### src/sequence_gap_splitter_top_macros.svh
`ifndef SEQUENCE_GAP_SPLITTER_TOP_MACROS_SVH
`define SEQUENCE_GAP_SPLITTER_TOP_MACROS_SVH

// Same-cycle implication, sampled on clk, off while rst_n is low.
`define SGS_ASSERT_NOW(label, ante, cons, msg) \
    label: assert property (@(posedge clk) disable iff (!rst_n) (ante) |-> (cons)) \
        else $error(msg);

// Next-cycle implication, sampled on clk, off while rst_n is low.
`define SGS_ASSERT_NEXT(label, ante, cons, msg) \
    label: assert property (@(posedge clk) disable iff (!rst_n) (ante) |=> (cons)) \
        else $error(msg);

`endif

### src/sgs_pkg.sv
package sgs_pkg;

    localparam int MAX_BREAK_RUN_DEF = 64;
    localparam int QUEUE_DEPTH_DEF   = 2;

    // wide enough for any N burst up to the largest supported break run
    localparam int N_CNT_W = 7;

    localparam logic [31:0] SAT32           = 32'hFFFF_FFFF;
    localparam logic [6:0]  BREAK_RUN_RESET = 7'd2;

    localparam logic CMD_BYTE = 1'b0;
    localparam logic CMD_END  = 1'b1;

    localparam logic [1:0] KIND_CHAR  = 2'd0;
    localparam logic [1:0] KIND_CLOSE = 2'd1;
    localparam logic [1:0] KIND_OPEN  = 2'd2;

    localparam logic [7:0] CH_NUL = 8'h00;
    localparam logic [7:0] CH_TAB = 8'h09;
    localparam logic [7:0] CH_LF  = 8'h0A;
    localparam logic [7:0] CH_VT  = 8'h0B;
    localparam logic [7:0] CH_FF  = 8'h0C;
    localparam logic [7:0] CH_CR  = 8'h0D;
    localparam logic [7:0] CH_SP  = 8'h20;
    localparam logic [7:0] CH_GT  = 8'h3E;
    localparam logic [7:0] CH_N   = 8'h4E;

    typedef struct packed {
        logic       cmd;
        logic [7:0] byte_value;
    } in_item_t;

    typedef struct packed {
        logic [1:0]  kind;
        logic [7:0]  char_out;
        logic [31:0] contig_id;
        logic [31:0] scaffold_id;
        logic [31:0] begin_offset;
        logic [31:0] end_offset;
        logic        last;
    } out_item_t;

    // One classified item: the records and characters it expands into.
    typedef struct packed {
        logic               do_close;
        logic               do_open;
        logic [N_CNT_W-1:0] n_count;
        logic               do_char;
        logic [7:0]         char_val;
        logic [31:0]        close_cid;
        logic [31:0]        close_sid;
        logic [31:0]        close_begin;
        logic [31:0]        close_end;
        logic [31:0]        open_cid;
        logic [31:0]        open_sid;
    } job_t;

    function automatic logic inc_sat_max(input logic [31:0] v);
        return v == SAT32;
    endfunction

    function automatic logic [31:0] inc32(input logic [31:0] v);
        return inc_sat_max(v) ? v : v + 32'd1;
    endfunction

    function automatic logic [31:0] prev_id(input logic [31:0] v);
        return (v == 32'd0) ? 32'd0 : v - 32'd1;
    endfunction

    function automatic logic is_space(input logic [7:0] c);
        return c == CH_SP || c == CH_TAB || c == CH_LF || c == CH_VT ||
               c == CH_FF || c == CH_CR;
    endfunction

    function automatic logic is_base(input logic [7:0] c);
        logic [7:0] u;
        u = c & 8'hDF;
        return u == 8'h41 || u == 8'h43 || u == 8'h47 || u == 8'h54;
    endfunction

endpackage

### src/sgs_front.sv
`include "sequence_gap_splitter_top_macros.svh"

module sgs_front #(
    parameter int MAX_BREAK_RUN = sgs_pkg::MAX_BREAK_RUN_DEF
) (
    input  logic             clk,
    input  logic             rst_n,
    input  logic             cfg_we,
    input  logic [6:0]       cfg_wdata,
    input  logic             in_valid,
    output logic             in_ready,
    input  sgs_pkg::in_item_t in_data,
    output logic             q_push,
    output sgs_pkg::job_t    q_data,
    input  logic             q_ready
);

    localparam int CNT_W = $clog2(MAX_BREAK_RUN + 1);

    logic [6:0]       break_run_reg;
    logic             at_line_start_reg, at_line_start_next;
    logic             in_header_reg, in_header_next;
    logic             header_seen_reg, header_seen_next;
    logic             contig_open_reg, contig_open_next;
    logic             bad_none_reg, bad_none_next;      // bad run is "no base yet"
    logic [CNT_W-1:0] bad_cnt_reg, bad_cnt_next;
    logic             off_neg_reg, off_neg_next;        // offset is minus one
    logic [31:0]      off_reg, off_next;
    logic [31:0]      contig_begin_reg, contig_begin_next;
    logic [31:0]      contig_end_reg, contig_end_next;
    logic [31:0]      contig_count_reg, contig_count_next;
    logic [31:0]      scaffold_count_reg, scaffold_count_next;

    logic [CNT_W-1:0] eff_break;
    logic             accept;
    logic [7:0]       c;
    logic [31:0]      off_inc;
    logic [31:0]      begin_tmp;
    sgs_pkg::job_t    job;

    always_comb
    begin
        if (break_run_reg == 7'd0)
            eff_break = CNT_W'(1);
        else if (break_run_reg > 7'(MAX_BREAK_RUN))
            eff_break = CNT_W'(MAX_BREAK_RUN);
        else
            eff_break = break_run_reg[CNT_W-1:0];
    end

    assign in_ready = q_ready;
    assign accept   = in_valid && q_ready;
    assign c        = in_data.byte_value;
    assign off_inc  = off_neg_reg ? 32'd0 : sgs_pkg::inc32(off_reg);
    assign begin_tmp = contig_open_reg ? contig_begin_reg : off_inc;

    always_comb
    begin
        at_line_start_next  = at_line_start_reg;
        in_header_next      = in_header_reg;
        header_seen_next    = header_seen_reg;
        contig_open_next    = contig_open_reg;
        bad_none_next       = bad_none_reg;
        bad_cnt_next        = bad_cnt_reg;
        off_neg_next        = off_neg_reg;
        off_next            = off_reg;
        contig_begin_next   = contig_begin_reg;
        contig_end_next     = contig_end_reg;
        contig_count_next   = contig_count_reg;
        scaffold_count_next = scaffold_count_reg;
        job                 = '0;

        // default record fields; a base overrides close_begin, a header open_sid
        job.close_cid   = sgs_pkg::prev_id(contig_count_reg);
        job.close_sid   = sgs_pkg::prev_id(scaffold_count_reg);
        job.close_begin = contig_begin_reg;
        job.close_end   = sgs_pkg::inc32(contig_end_reg);
        job.open_cid    = contig_count_reg;
        job.open_sid    = sgs_pkg::prev_id(scaffold_count_reg);
        job.char_val    = c;

        if (accept)
        begin
            if (in_data.cmd == sgs_pkg::CMD_END)
            begin
                job.do_close        = header_seen_reg;
                at_line_start_next  = 1'b1;
                in_header_next      = 1'b0;
                header_seen_next    = 1'b0;
                contig_open_next    = 1'b1;
                bad_none_next       = 1'b1;
                bad_cnt_next        = '0;
                off_neg_next        = 1'b0;
                off_next            = '0;
                contig_begin_next   = '0;
                contig_end_next     = '0;
                contig_count_next   = '0;
                scaffold_count_next = '0;
            end
            else
            begin
                at_line_start_next = (c == sgs_pkg::CH_LF);
                if (c == sgs_pkg::CH_NUL)
                begin
                    // ignored
                end
                else if (in_header_reg)
                begin
                    if (c == sgs_pkg::CH_LF)
                        in_header_next = 1'b0;
                end
                else if (at_line_start_reg && c == sgs_pkg::CH_GT)
                begin
                    job.do_close        = header_seen_reg;
                    job.do_open         = 1'b1;
                    job.open_sid        = sgs_pkg::prev_id(sgs_pkg::inc32(scaffold_count_reg));
                    if (header_seen_reg)
                        contig_end_next = sgs_pkg::inc32(contig_end_reg);
                    header_seen_next    = 1'b1;
                    in_header_next      = 1'b1;
                    contig_open_next    = 1'b0;
                    scaffold_count_next = sgs_pkg::inc32(scaffold_count_reg);
                    contig_count_next   = sgs_pkg::inc32(contig_count_reg);
                    bad_none_next       = 1'b1;
                    bad_cnt_next        = '0;
                    off_neg_next        = 1'b1;
                    off_next            = '0;
                end
                else if (!sgs_pkg::is_space(c))
                begin
                    off_neg_next = 1'b0;
                    off_next     = off_inc;
                    if (sgs_pkg::is_base(c))
                    begin
                        contig_open_next  = 1'b1;
                        contig_begin_next = begin_tmp;
                        job.close_begin   = begin_tmp;
                        if (!bad_none_reg && bad_cnt_reg != '0)
                        begin
                            if (bad_cnt_reg >= eff_break)
                            begin
                                job.do_close      = 1'b1;
                                job.do_open       = 1'b1;
                                contig_count_next = sgs_pkg::inc32(contig_count_reg);
                                contig_begin_next = off_inc;
                            end
                            else
                            begin
                                job.n_count = sgs_pkg::N_CNT_W'(bad_cnt_reg);
                            end
                        end
                        contig_end_next = off_inc;
                        bad_none_next   = 1'b0;
                        bad_cnt_next    = '0;
                        job.do_char     = 1'b1;
                    end
                    else if (!bad_none_reg && bad_cnt_reg < CNT_W'(MAX_BREAK_RUN))
                    begin
                        bad_cnt_next = bad_cnt_reg + CNT_W'(1);
                    end
                end
            end
        end
    end

    assign q_push = accept && (job.do_close || job.do_open || job.do_char);
    assign q_data = job;

    always_ff @(posedge clk or negedge rst_n)
    begin
        if (!rst_n)
        begin
            break_run_reg      <= sgs_pkg::BREAK_RUN_RESET;
            at_line_start_reg  <= 1'b1;
            in_header_reg      <= 1'b0;
            header_seen_reg    <= 1'b0;
            contig_open_reg    <= 1'b1;
            bad_none_reg       <= 1'b1;
            bad_cnt_reg        <= '0;
            off_neg_reg        <= 1'b0;
            off_reg            <= '0;
            contig_begin_reg   <= '0;
            contig_end_reg     <= '0;
            contig_count_reg   <= '0;
            scaffold_count_reg <= '0;
        end
        else
        begin
            if (cfg_we)
                break_run_reg <= cfg_wdata;
            at_line_start_reg  <= at_line_start_next;
            in_header_reg      <= in_header_next;
            header_seen_reg    <= header_seen_next;
            contig_open_reg    <= contig_open_next;
            bad_none_reg       <= bad_none_next;
            bad_cnt_reg        <= bad_cnt_next;
            off_neg_reg        <= off_neg_next;
            off_reg            <= off_next;
            contig_begin_reg   <= contig_begin_next;
            contig_end_reg     <= contig_end_next;
            contig_count_reg   <= contig_count_next;
            scaffold_count_reg <= scaffold_count_next;
        end
    end

    `SGS_ASSERT_NOW(a_header_implies_seen, in_header_reg, header_seen_reg, "header without seen flag")
    `SGS_ASSERT_NOW(a_push_has_room, q_push, q_ready, "job pushed into full queue")
    `SGS_ASSERT_NOW(a_bad_cnt_bounded, 1'b1, bad_cnt_reg <= CNT_W'(MAX_BREAK_RUN), "bad run over limit")

endmodule

### src/sgs_queue.sv
module sgs_queue #(
    parameter int DEPTH = sgs_pkg::QUEUE_DEPTH_DEF
) (
    input  logic          clk,
    input  logic          rst_n,
    input  logic          push,
    input  sgs_pkg::job_t push_data,
    output logic          push_ready,
    output logic          pop_valid,
    output sgs_pkg::job_t pop_data,
    input  logic          pop
);

    localparam int PTR_W = $clog2(DEPTH);
    localparam int CNT_W = $clog2(DEPTH + 1);

    sgs_pkg::job_t    entries_reg [DEPTH];
    logic [PTR_W-1:0] wr_ptr_reg, rd_ptr_reg;
    logic [CNT_W-1:0] count_reg;
    logic             do_push, do_pop;

    assign push_ready = count_reg != CNT_W'(DEPTH);
    assign pop_valid  = count_reg != '0;
    assign pop_data   = entries_reg[rd_ptr_reg];
    assign do_push    = push && push_ready;
    assign do_pop     = pop && pop_valid;

    function automatic logic [PTR_W-1:0] wrap_inc(input logic [PTR_W-1:0] p);
        return (p == PTR_W'(DEPTH - 1)) ? '0 : p + PTR_W'(1);
    endfunction

    always_ff @(posedge clk)
    begin
        if (do_push)
            entries_reg[wr_ptr_reg] <= push_data;
    end

    always_ff @(posedge clk or negedge rst_n)
    begin
        if (!rst_n)
        begin
            wr_ptr_reg <= '0;
            rd_ptr_reg <= '0;
            count_reg  <= '0;
        end
        else
        begin
            if (do_push)
                wr_ptr_reg <= wrap_inc(wr_ptr_reg);
            if (do_pop)
                rd_ptr_reg <= wrap_inc(rd_ptr_reg);
            if (do_push && !do_pop)
                count_reg <= count_reg + CNT_W'(1);
            else if (do_pop && !do_push)
                count_reg <= count_reg - CNT_W'(1);
        end
    end

endmodule

### src/sgs_back.sv
`include "sequence_gap_splitter_top_macros.svh"

module sgs_back (
    input  logic               clk,
    input  logic               rst_n,
    input  logic               q_valid,
    input  sgs_pkg::job_t      q_data,
    output logic               q_pop,
    output logic               out_valid,
    input  logic               out_ready,
    output sgs_pkg::out_item_t out_data
);

    sgs_pkg::job_t               job_reg;
    logic                        job_valid_reg, job_valid_next;
    logic                        rem_close_reg, rem_close_next;
    logic                        rem_open_reg, rem_open_next;
    logic [sgs_pkg::N_CNT_W-1:0] n_left_reg, n_left_next;
    logic                        rem_char_reg, rem_char_next;
    logic                        out_valid_reg, out_valid_next;
    sgs_pkg::out_item_t          out_data_reg, res;
    logic                        advance;

    assign q_pop   = !job_valid_reg && q_valid;
    assign advance = job_valid_reg && (!out_valid_reg || out_ready);

    // pick the next result: close, open, N burst, then the base
    always_comb
    begin
        res            = '0;
        rem_close_next = rem_close_reg;
        rem_open_next  = rem_open_reg;
        n_left_next    = n_left_reg;
        rem_char_next  = rem_char_reg;
        if (rem_close_reg)
        begin
            res.kind         = sgs_pkg::KIND_CLOSE;
            res.contig_id    = job_reg.close_cid;
            res.scaffold_id  = job_reg.close_sid;
            res.begin_offset = job_reg.close_begin;
            res.end_offset   = job_reg.close_end;
            rem_close_next   = 1'b0;
        end
        else if (rem_open_reg)
        begin
            res.kind        = sgs_pkg::KIND_OPEN;
            res.contig_id   = job_reg.open_cid;
            res.scaffold_id = job_reg.open_sid;
            rem_open_next   = 1'b0;
        end
        else if (n_left_reg != '0)
        begin
            res.kind     = sgs_pkg::KIND_CHAR;
            res.char_out = sgs_pkg::CH_N;
            n_left_next  = n_left_reg - sgs_pkg::N_CNT_W'(1);
        end
        else
        begin
            res.kind      = sgs_pkg::KIND_CHAR;
            res.char_out  = job_reg.char_val;
            rem_char_next = 1'b0;
        end
        res.last = !(rem_close_next || rem_open_next || n_left_next != '0 || rem_char_next);
    end

    always_comb
    begin
        job_valid_next = job_valid_reg;
        out_valid_next = out_valid_reg;
        if (q_pop)
            job_valid_next = 1'b1;
        else if (advance && res.last)
            job_valid_next = 1'b0;
        if (advance)
            out_valid_next = 1'b1;
        else if (out_ready)
            out_valid_next = 1'b0;
    end

    always_ff @(posedge clk)
    begin
        if (q_pop)
            job_reg <= q_data;
        if (advance)
            out_data_reg <= res;
    end

    always_ff @(posedge clk or negedge rst_n)
    begin
        if (!rst_n)
        begin
            job_valid_reg <= 1'b0;
            rem_close_reg <= 1'b0;
            rem_open_reg  <= 1'b0;
            n_left_reg    <= '0;
            rem_char_reg  <= 1'b0;
            out_valid_reg <= 1'b0;
        end
        else
        begin
            job_valid_reg <= job_valid_next;
            out_valid_reg <= out_valid_next;
            if (q_pop)
            begin
                rem_close_reg <= q_data.do_close;
                rem_open_reg  <= q_data.do_open;
                n_left_reg    <= q_data.n_count;
                rem_char_reg  <= q_data.do_char;
            end
            else if (advance)
            begin
                rem_close_reg <= rem_close_next;
                rem_open_reg  <= rem_open_next;
                n_left_reg    <= n_left_next;
                rem_char_reg  <= rem_char_next;
            end
        end
    end

    assign out_valid = out_valid_reg;
    assign out_data  = out_data_reg;

    `SGS_ASSERT_NEXT(a_burst_continues, out_valid && out_ready && !out_data.last, out_valid, "gap inside one item's results")
    `SGS_ASSERT_NOW(a_n_left_in_job, n_left_reg != '0, job_valid_reg, "N count without active job")
    `SGS_ASSERT_NOW(a_no_pop_while_busy, q_pop, !job_valid_reg, "job popped over active job")

endmodule

### src/sequence_gap_splitter_top.sv
// Gap splitter for FASTA-style text. Bytes arrive one item at a time
// (cmd 0) and an end-of-input item (cmd 1) closes the last contig, if a
// header was seen, and resets all counters. Bases (ACGT, either case)
// come out unchanged; a run of other symbols shorter than break_run comes
// out as N's just before the next base, while a run of break_run or more
// closes the current contig and opens a new one. A '>' at the start of a
// line starts a header: the line is skipped, the previous contig is closed
// and the first contig of the next scaffold is opened. Records carry the
// contig and scaffold numbers and, for closes, the begin and end offsets.
// Rate: the front end classifies one item per cycle unless the job queue
// (two entries) is full, which stalls the input; items with no results
// never enter it. The back end loads a job, then gives one result per cycle
// while out_ready is high, up to 64 (a 63-symbol N burst plus its base),
// and loads the next job after the last result. Write break_run through
// cfg_we/cfg_wdata only while the block is idle; the block does not check.

module sequence_gap_splitter_top #(
    parameter int MAX_BREAK_RUN = sgs_pkg::MAX_BREAK_RUN_DEF,
    parameter int QUEUE_DEPTH   = sgs_pkg::QUEUE_DEPTH_DEF
) (
    input  logic               clk,
    input  logic               rst_n,
    input  logic               cfg_we,
    input  logic [6:0]         cfg_wdata,
    input  logic               in_valid,
    output logic               in_ready,
    input  sgs_pkg::in_item_t  in_data,
    output logic               out_valid,
    input  logic               out_ready,
    output sgs_pkg::out_item_t out_data
);

    // front -> queue
    logic          q_push;
    logic          q_push_ready;
    sgs_pkg::job_t q_push_data;

    // queue -> back
    logic          q_pop;
    logic          q_pop_valid;
    sgs_pkg::job_t q_pop_data;

    // Front end: item classification, all scaffold/contig state, break_run.
    sgs_front #(
        .MAX_BREAK_RUN (MAX_BREAK_RUN)
    ) u_front (
        .clk       (clk),
        .rst_n     (rst_n),
        .cfg_we    (cfg_we),
        .cfg_wdata (cfg_wdata),
        .in_valid  (in_valid),
        .in_ready  (in_ready),
        .in_data   (in_data),
        .q_push    (q_push),
        .q_data    (q_push_data),
        .q_ready   (q_push_ready)
    );

    // Jobs waiting for the back end; items with no results never enter.
    sgs_queue #(
        .DEPTH (QUEUE_DEPTH)
    ) u_queue (
        .clk        (clk),
        .rst_n      (rst_n),
        .push       (q_push),
        .push_data  (q_push_data),
        .push_ready (q_push_ready),
        .pop_valid  (q_pop_valid),
        .pop_data   (q_pop_data),
        .pop        (q_pop)
    );

    // Back end: expands a job into records and characters, registered output.
    sgs_back u_back (
        .clk       (clk),
        .rst_n     (rst_n),
        .q_valid   (q_pop_valid),
        .q_data    (q_pop_data),
        .q_pop     (q_pop),
        .out_valid (out_valid),
        .out_ready (out_ready),
        .out_data  (out_data)
    );

endmodule

### config.mk
export PLATFORM = sky130hd
export DESIGN_NAME = sequence_gap_splitter_top
export DESIGN_NICKNAME = d
export VERILOG_FILES = /design/src/sgs_pkg.sv /design/src/sgs_front.sv /design/src/sgs_queue.sv /design/src/sgs_back.sv /design/src/sequence_gap_splitter_top.sv
export VERILOG_INCLUDE_DIRS = /design/src /design/src/src
export SDC_FILE = /design/constraint.sdc
export NUM_CORES = 1
export LEC_CHECK = 0
export BUFFER_PORTS_ARGS = -buffer_cell sky130_fd_sc_hd__buf_4
export CAP_MARGIN = 20
export CORE_MARGIN = 3
export CORE_UTILIZATION = 55
export CTS_BUF_LIST = sky130_fd_sc_hd__clkbuf_8
export CTS_CLUSTER_SIZE = 8
export DETAILED_ROUTE_END_ITERATION = 12
export PLACE_DENSITY = 0.83
export SYNTH_ARGS = -nofsm -noshare
export SYNTH_HDL_FRONTEND = slang
export SYNTH_SLANG_ARGS = --single-unit
### constraint.sdc
create_clock -name clk -period 15.3 [get_ports clk]
set_clock_uncertainty 0.15 [all_clocks]
set_input_delay 2.295 -clock clk [delete_from_list [all_inputs] [get_ports clk]]
set_output_delay 2.295 -clock clk [all_outputs]
set_load 0.01 [all_outputs]
==> impl_metrics.env <==
export IMPL_synth_top_family_by_area="simple AND/OR/NAND/NOR gates"
export IMPL_ys_ff_latch=955
export IMPL_r2r_slack_ns=9.68
export IMPL_maxSlewViolCount=0
export IMPL_synth_cell_type_count=91
export IMPL_synthTopCellsByArea="edfxtp_1 55%, dfrtp_1 12%, mux2_2 5.8%"
export IMPL_criticalPathCategory="flip-flop to flip-flop"
export IMPL_drive_gt1_share_pct=19.9
export IMPL_post_drt_wl_per_cell_um=20.7
export IMPL_crit_required_ns=15.61
export IMPL_antenna_found_initial=4
export IMPL_worstMarginPinSlew_ns=1.12
export IMPL_nets=3236
export IMPL_htree_levels=4
export IMPL_via_count=25529
export IMPL_place_port_buffers=161
export IMPL_dieArea_sq_um=78100
export IMPL_grt_pass1_wl_mm=139
export IMPL_worstSetupStartpointType="flip-flop"
export IMPL_crit_arrival_ns=5.93
export IMPL_fin_util_pct=62.5
export IMPL_grt_pass1_vias=24980
export IMPL_cts_tree="yes"
export IMPL_dr_wl_met3_mm=6.05
export IMPL_yosysMostFrequentCell="edfxtp_1"
export IMPL_worstPathMaxFanout=20
export IMPL_synth_warnings=0
export IMPL_worstSkewPairLatency_ns=0.80
export IMPL_overflow=0
export IMPL_drt_wl_total_mm=88.8
export IMPL_core_sq_um=73500
export IMPL_drcViolationCount=0
export IMPL_hp_class="flip-flop to flip-flop"
export IMPL_die_h_um=279
export IMPL_postCtsResizedCells=0
export IMPL_leakage_nw=17.3
export IMPL_synth_flop_cell="edfxtp_1"
export IMPL_synth_nets=3072
export IMPL_synth_top_area_cell="edfxtp_1"
export IMPL_max_vdd_ir_drop_v=0.000120
export IMPL_setup_violations=0
export IMPL_dieWidth_um=279
export IMPL_grt_max_degree=172
export IMPL_drtIter0Drc=2505
export IMPL_cts_buffers=150
export IMPL_cts_max_path_buffers=3
export IMPL_rows=99
export IMPL_ios=162
export IMPL_synth_fa_ha_area_share_pct=0.548
export IMPL_clk_pin_slew_ns=0.06
export IMPL_synth_top_cells_by_count="759 x edfxtp_1, 275 x nand2_1, 211 x mux2_2"
export IMPL_setup_tns_final_ns=0
export IMPL_p_clk_share_pct=31.2
export IMPL_p_int_w=0.00468
export IMPL_syn_avg_cell_area_sq_um=13.6
export IMPL_syn_inst=3033
export IMPL_synth_top_area_share_pct=55.4
export IMPL_drtPass1Iterations=5
export IMPL_hold_slack_ns=0.348
export IMPL_p_sw_w=0.00176
export IMPL_post_cts_setup_buffers=0
export IMPL_cts_hold_buf=0
export IMPL_clockRootBuffer="clkbuf_8"
export IMPL_met1_length_mm=39.0
export IMPL_via_per_inst=5.96
export IMPL_slew_headroom_pct=24.7
export IMPL_pwr_share_comb_pct=17.6
export IMPL_synth_xor_area_share_pct=3.45
export IMPL_syn_to_final_growth_pct=11.7
export IMPL_ys_seq_area_share_pct=67.4
export IMPL_hpwl_mm=55.0
export IMPL_post_route_min_period_ns=5.62
export IMPL_wl_met2_mm=42.0
export IMPL_synth_edff_count=759
export IMPL_syn_area_sq_um=41100
export IMPL_synth_simple_area_share_pct=11.8
export IMPL_grt_usage_pct=22.5
export IMPL_highest_layer="met5"
export IMPL_ys_async_sr_fraction_pct=20.5
export IMPL_antenna_left=0
export IMPL_final_hold_violation_count=0
export IMPL_maxCapViolCount=0
export IMPL_critPathCaptureType="flip-flop"
export IMPL_largest_register_ffs=420
export IMPL_initial_core_util_pct=56.0
export IMPL_place_congestion=0.910
export IMPL_switching_share_pct=27.3
export IMPL_synth_compound_area_share_pct=7.98
export IMPL_cts_sinks=955
export IMPL_min_period_over_period_pct=36.7
export IMPL_p_per_area_nw_per_um2=140
export IMPL_muxShareOfSynthArea_pct=6.59
export IMPL_timing_fmax_mhz=178
export IMPL_seqPwrFrac_pct=51.2
export IMPL_rsz0062_at_grt="false"
export IMPL_status="complete, no violations"
-- worst max-delay path: stages (launching register included) --
cell,delay [ns]
dfrtp_1,0.60
nand4_1,0.33
nor4_1,0.75
nand3_2,0.35
a21oi_1,0.24
ha_1,0.29
o21ai_1,0.21
or2_2,0.38
or3_1,0.38
or2_1,0.39
o21ai_2,0.90
o21ai_0,0.31
-- power by group through the flow --
stage / clock, W / sequential (W) / combinational [W]
floorplan: 0 / 0.00336 / 0.000695
global placement: 0 / 0.00334 / 0.00111
detailed placement: 0 / 0.00335 / 0.00114
CTS: 0.00204 / 0.00330 / 0.00114
global route: 0.00217 / 0.00332 / 0.00122
finish: 0.00201 / 0.00330 / 0.00113
-- cells by family (layout without fill, tap and decap cells) --
family | after synthesis | in the layout
simple gates | 959 | 959
flops | 955 | 955
compound gates | 476 | 476
mux | 244 | 244
buf+inv | 220 | 506
xor+xnor | 161 | 161
fa+ha+maj | 18 | 18
other cells | 0 | 3
-- cell usage in the layout, fill, tap and decap left out, types with 9 or more instances in the layout --
master,n
nand2b_1,17
and4_1,13
edfxtp_1,759
o21a_1,10
nor4_1,22
a21oi_1,64
mux2_2,211
nor2_1,198
ha_1,18
dfrtp_1,190
a31oi_1,9
and2_1,76
nand3_1,73
buf_4,193
or3_1,40
a21o_1,15
or4_1,17
nand4_1,35
o31ai_1,21
or2_2,26
xnor2_1,99
nand2_1,275
and3_1,36
a22o_1,122
nor3_1,73
o21ai_0,143
mux2i_1,32
clkinv_1,11
clkbuf_8,161
inv_1,117
xor2_1,61
-- cell type report --
cell class              instances  area [sq um]
flip-flops and latches        955         27700
well taps                     959          1200
fillers                      5300         27600
clock inverters               114           587
repair buffers                195          1480
inverters                      37           151
clock buffers                 160          2200
diodes                          3          7.51
multi-input cells            1858         12600
-- stage by stage --
stage | std cells | power (W) | instance area, sq um | setup slack (ns)
floorplan | 3033 | 0.00405 | 41100 | 2.01
global placement | 4004 | 0.00445 | 43100 | 9.23
detailed placement | 4004 | 0.00448 | 43100 | 9.04
CTS | 4278 | 0.00649 | 45900 | 9.77
global route | 4281 | 0.00671 | 45900 | 9.47
finish | 4281 | 0.00644 | 45900 | 9.68
-- routing by layer --
metal | up-vias | track usage (%)
li1 | 11686 | -
met4 | 2 | 6.97
met3 | 135 | 4.68
met2 | 935 | 35.1
met1 | 12771 | 32.3
met5 | - | 0
-- path summary, 6_finish.rpt --
path,start,to,cells past startpoint
worst max-delay path,u_front.scaffold_count_reg[26]$_DFFE_PN0P_,u_queue.entries_reg[1][11]$_DFFE_PP_,11
worst min-delay path,u_front.contig_begin_reg[27]$_DFFE_PN0P_,u_front.contig_begin_reg[27]$_DFFE_PN0P_,1
worst max register to register,u_front.scaffold_count_reg[26]$_DFFE_PN0P_,u_queue.entries_reg[1][11]$_DFFE_PP_,11
worst min register to register,u_front.contig_begin_reg[27]$_DFFE_PN0P_,u_front.contig_begin_reg[27]$_DFFE_PN0P_,1
max in group asynchronous,rst_n,u_front.contig_end_reg[8]$_DFFE_PN0P_,3
min in group asynchronous,rst_n,u_front.scaffold_count_reg[29]$_DFFE_PN0P_,1
Power figures use the tool's default switching activity.
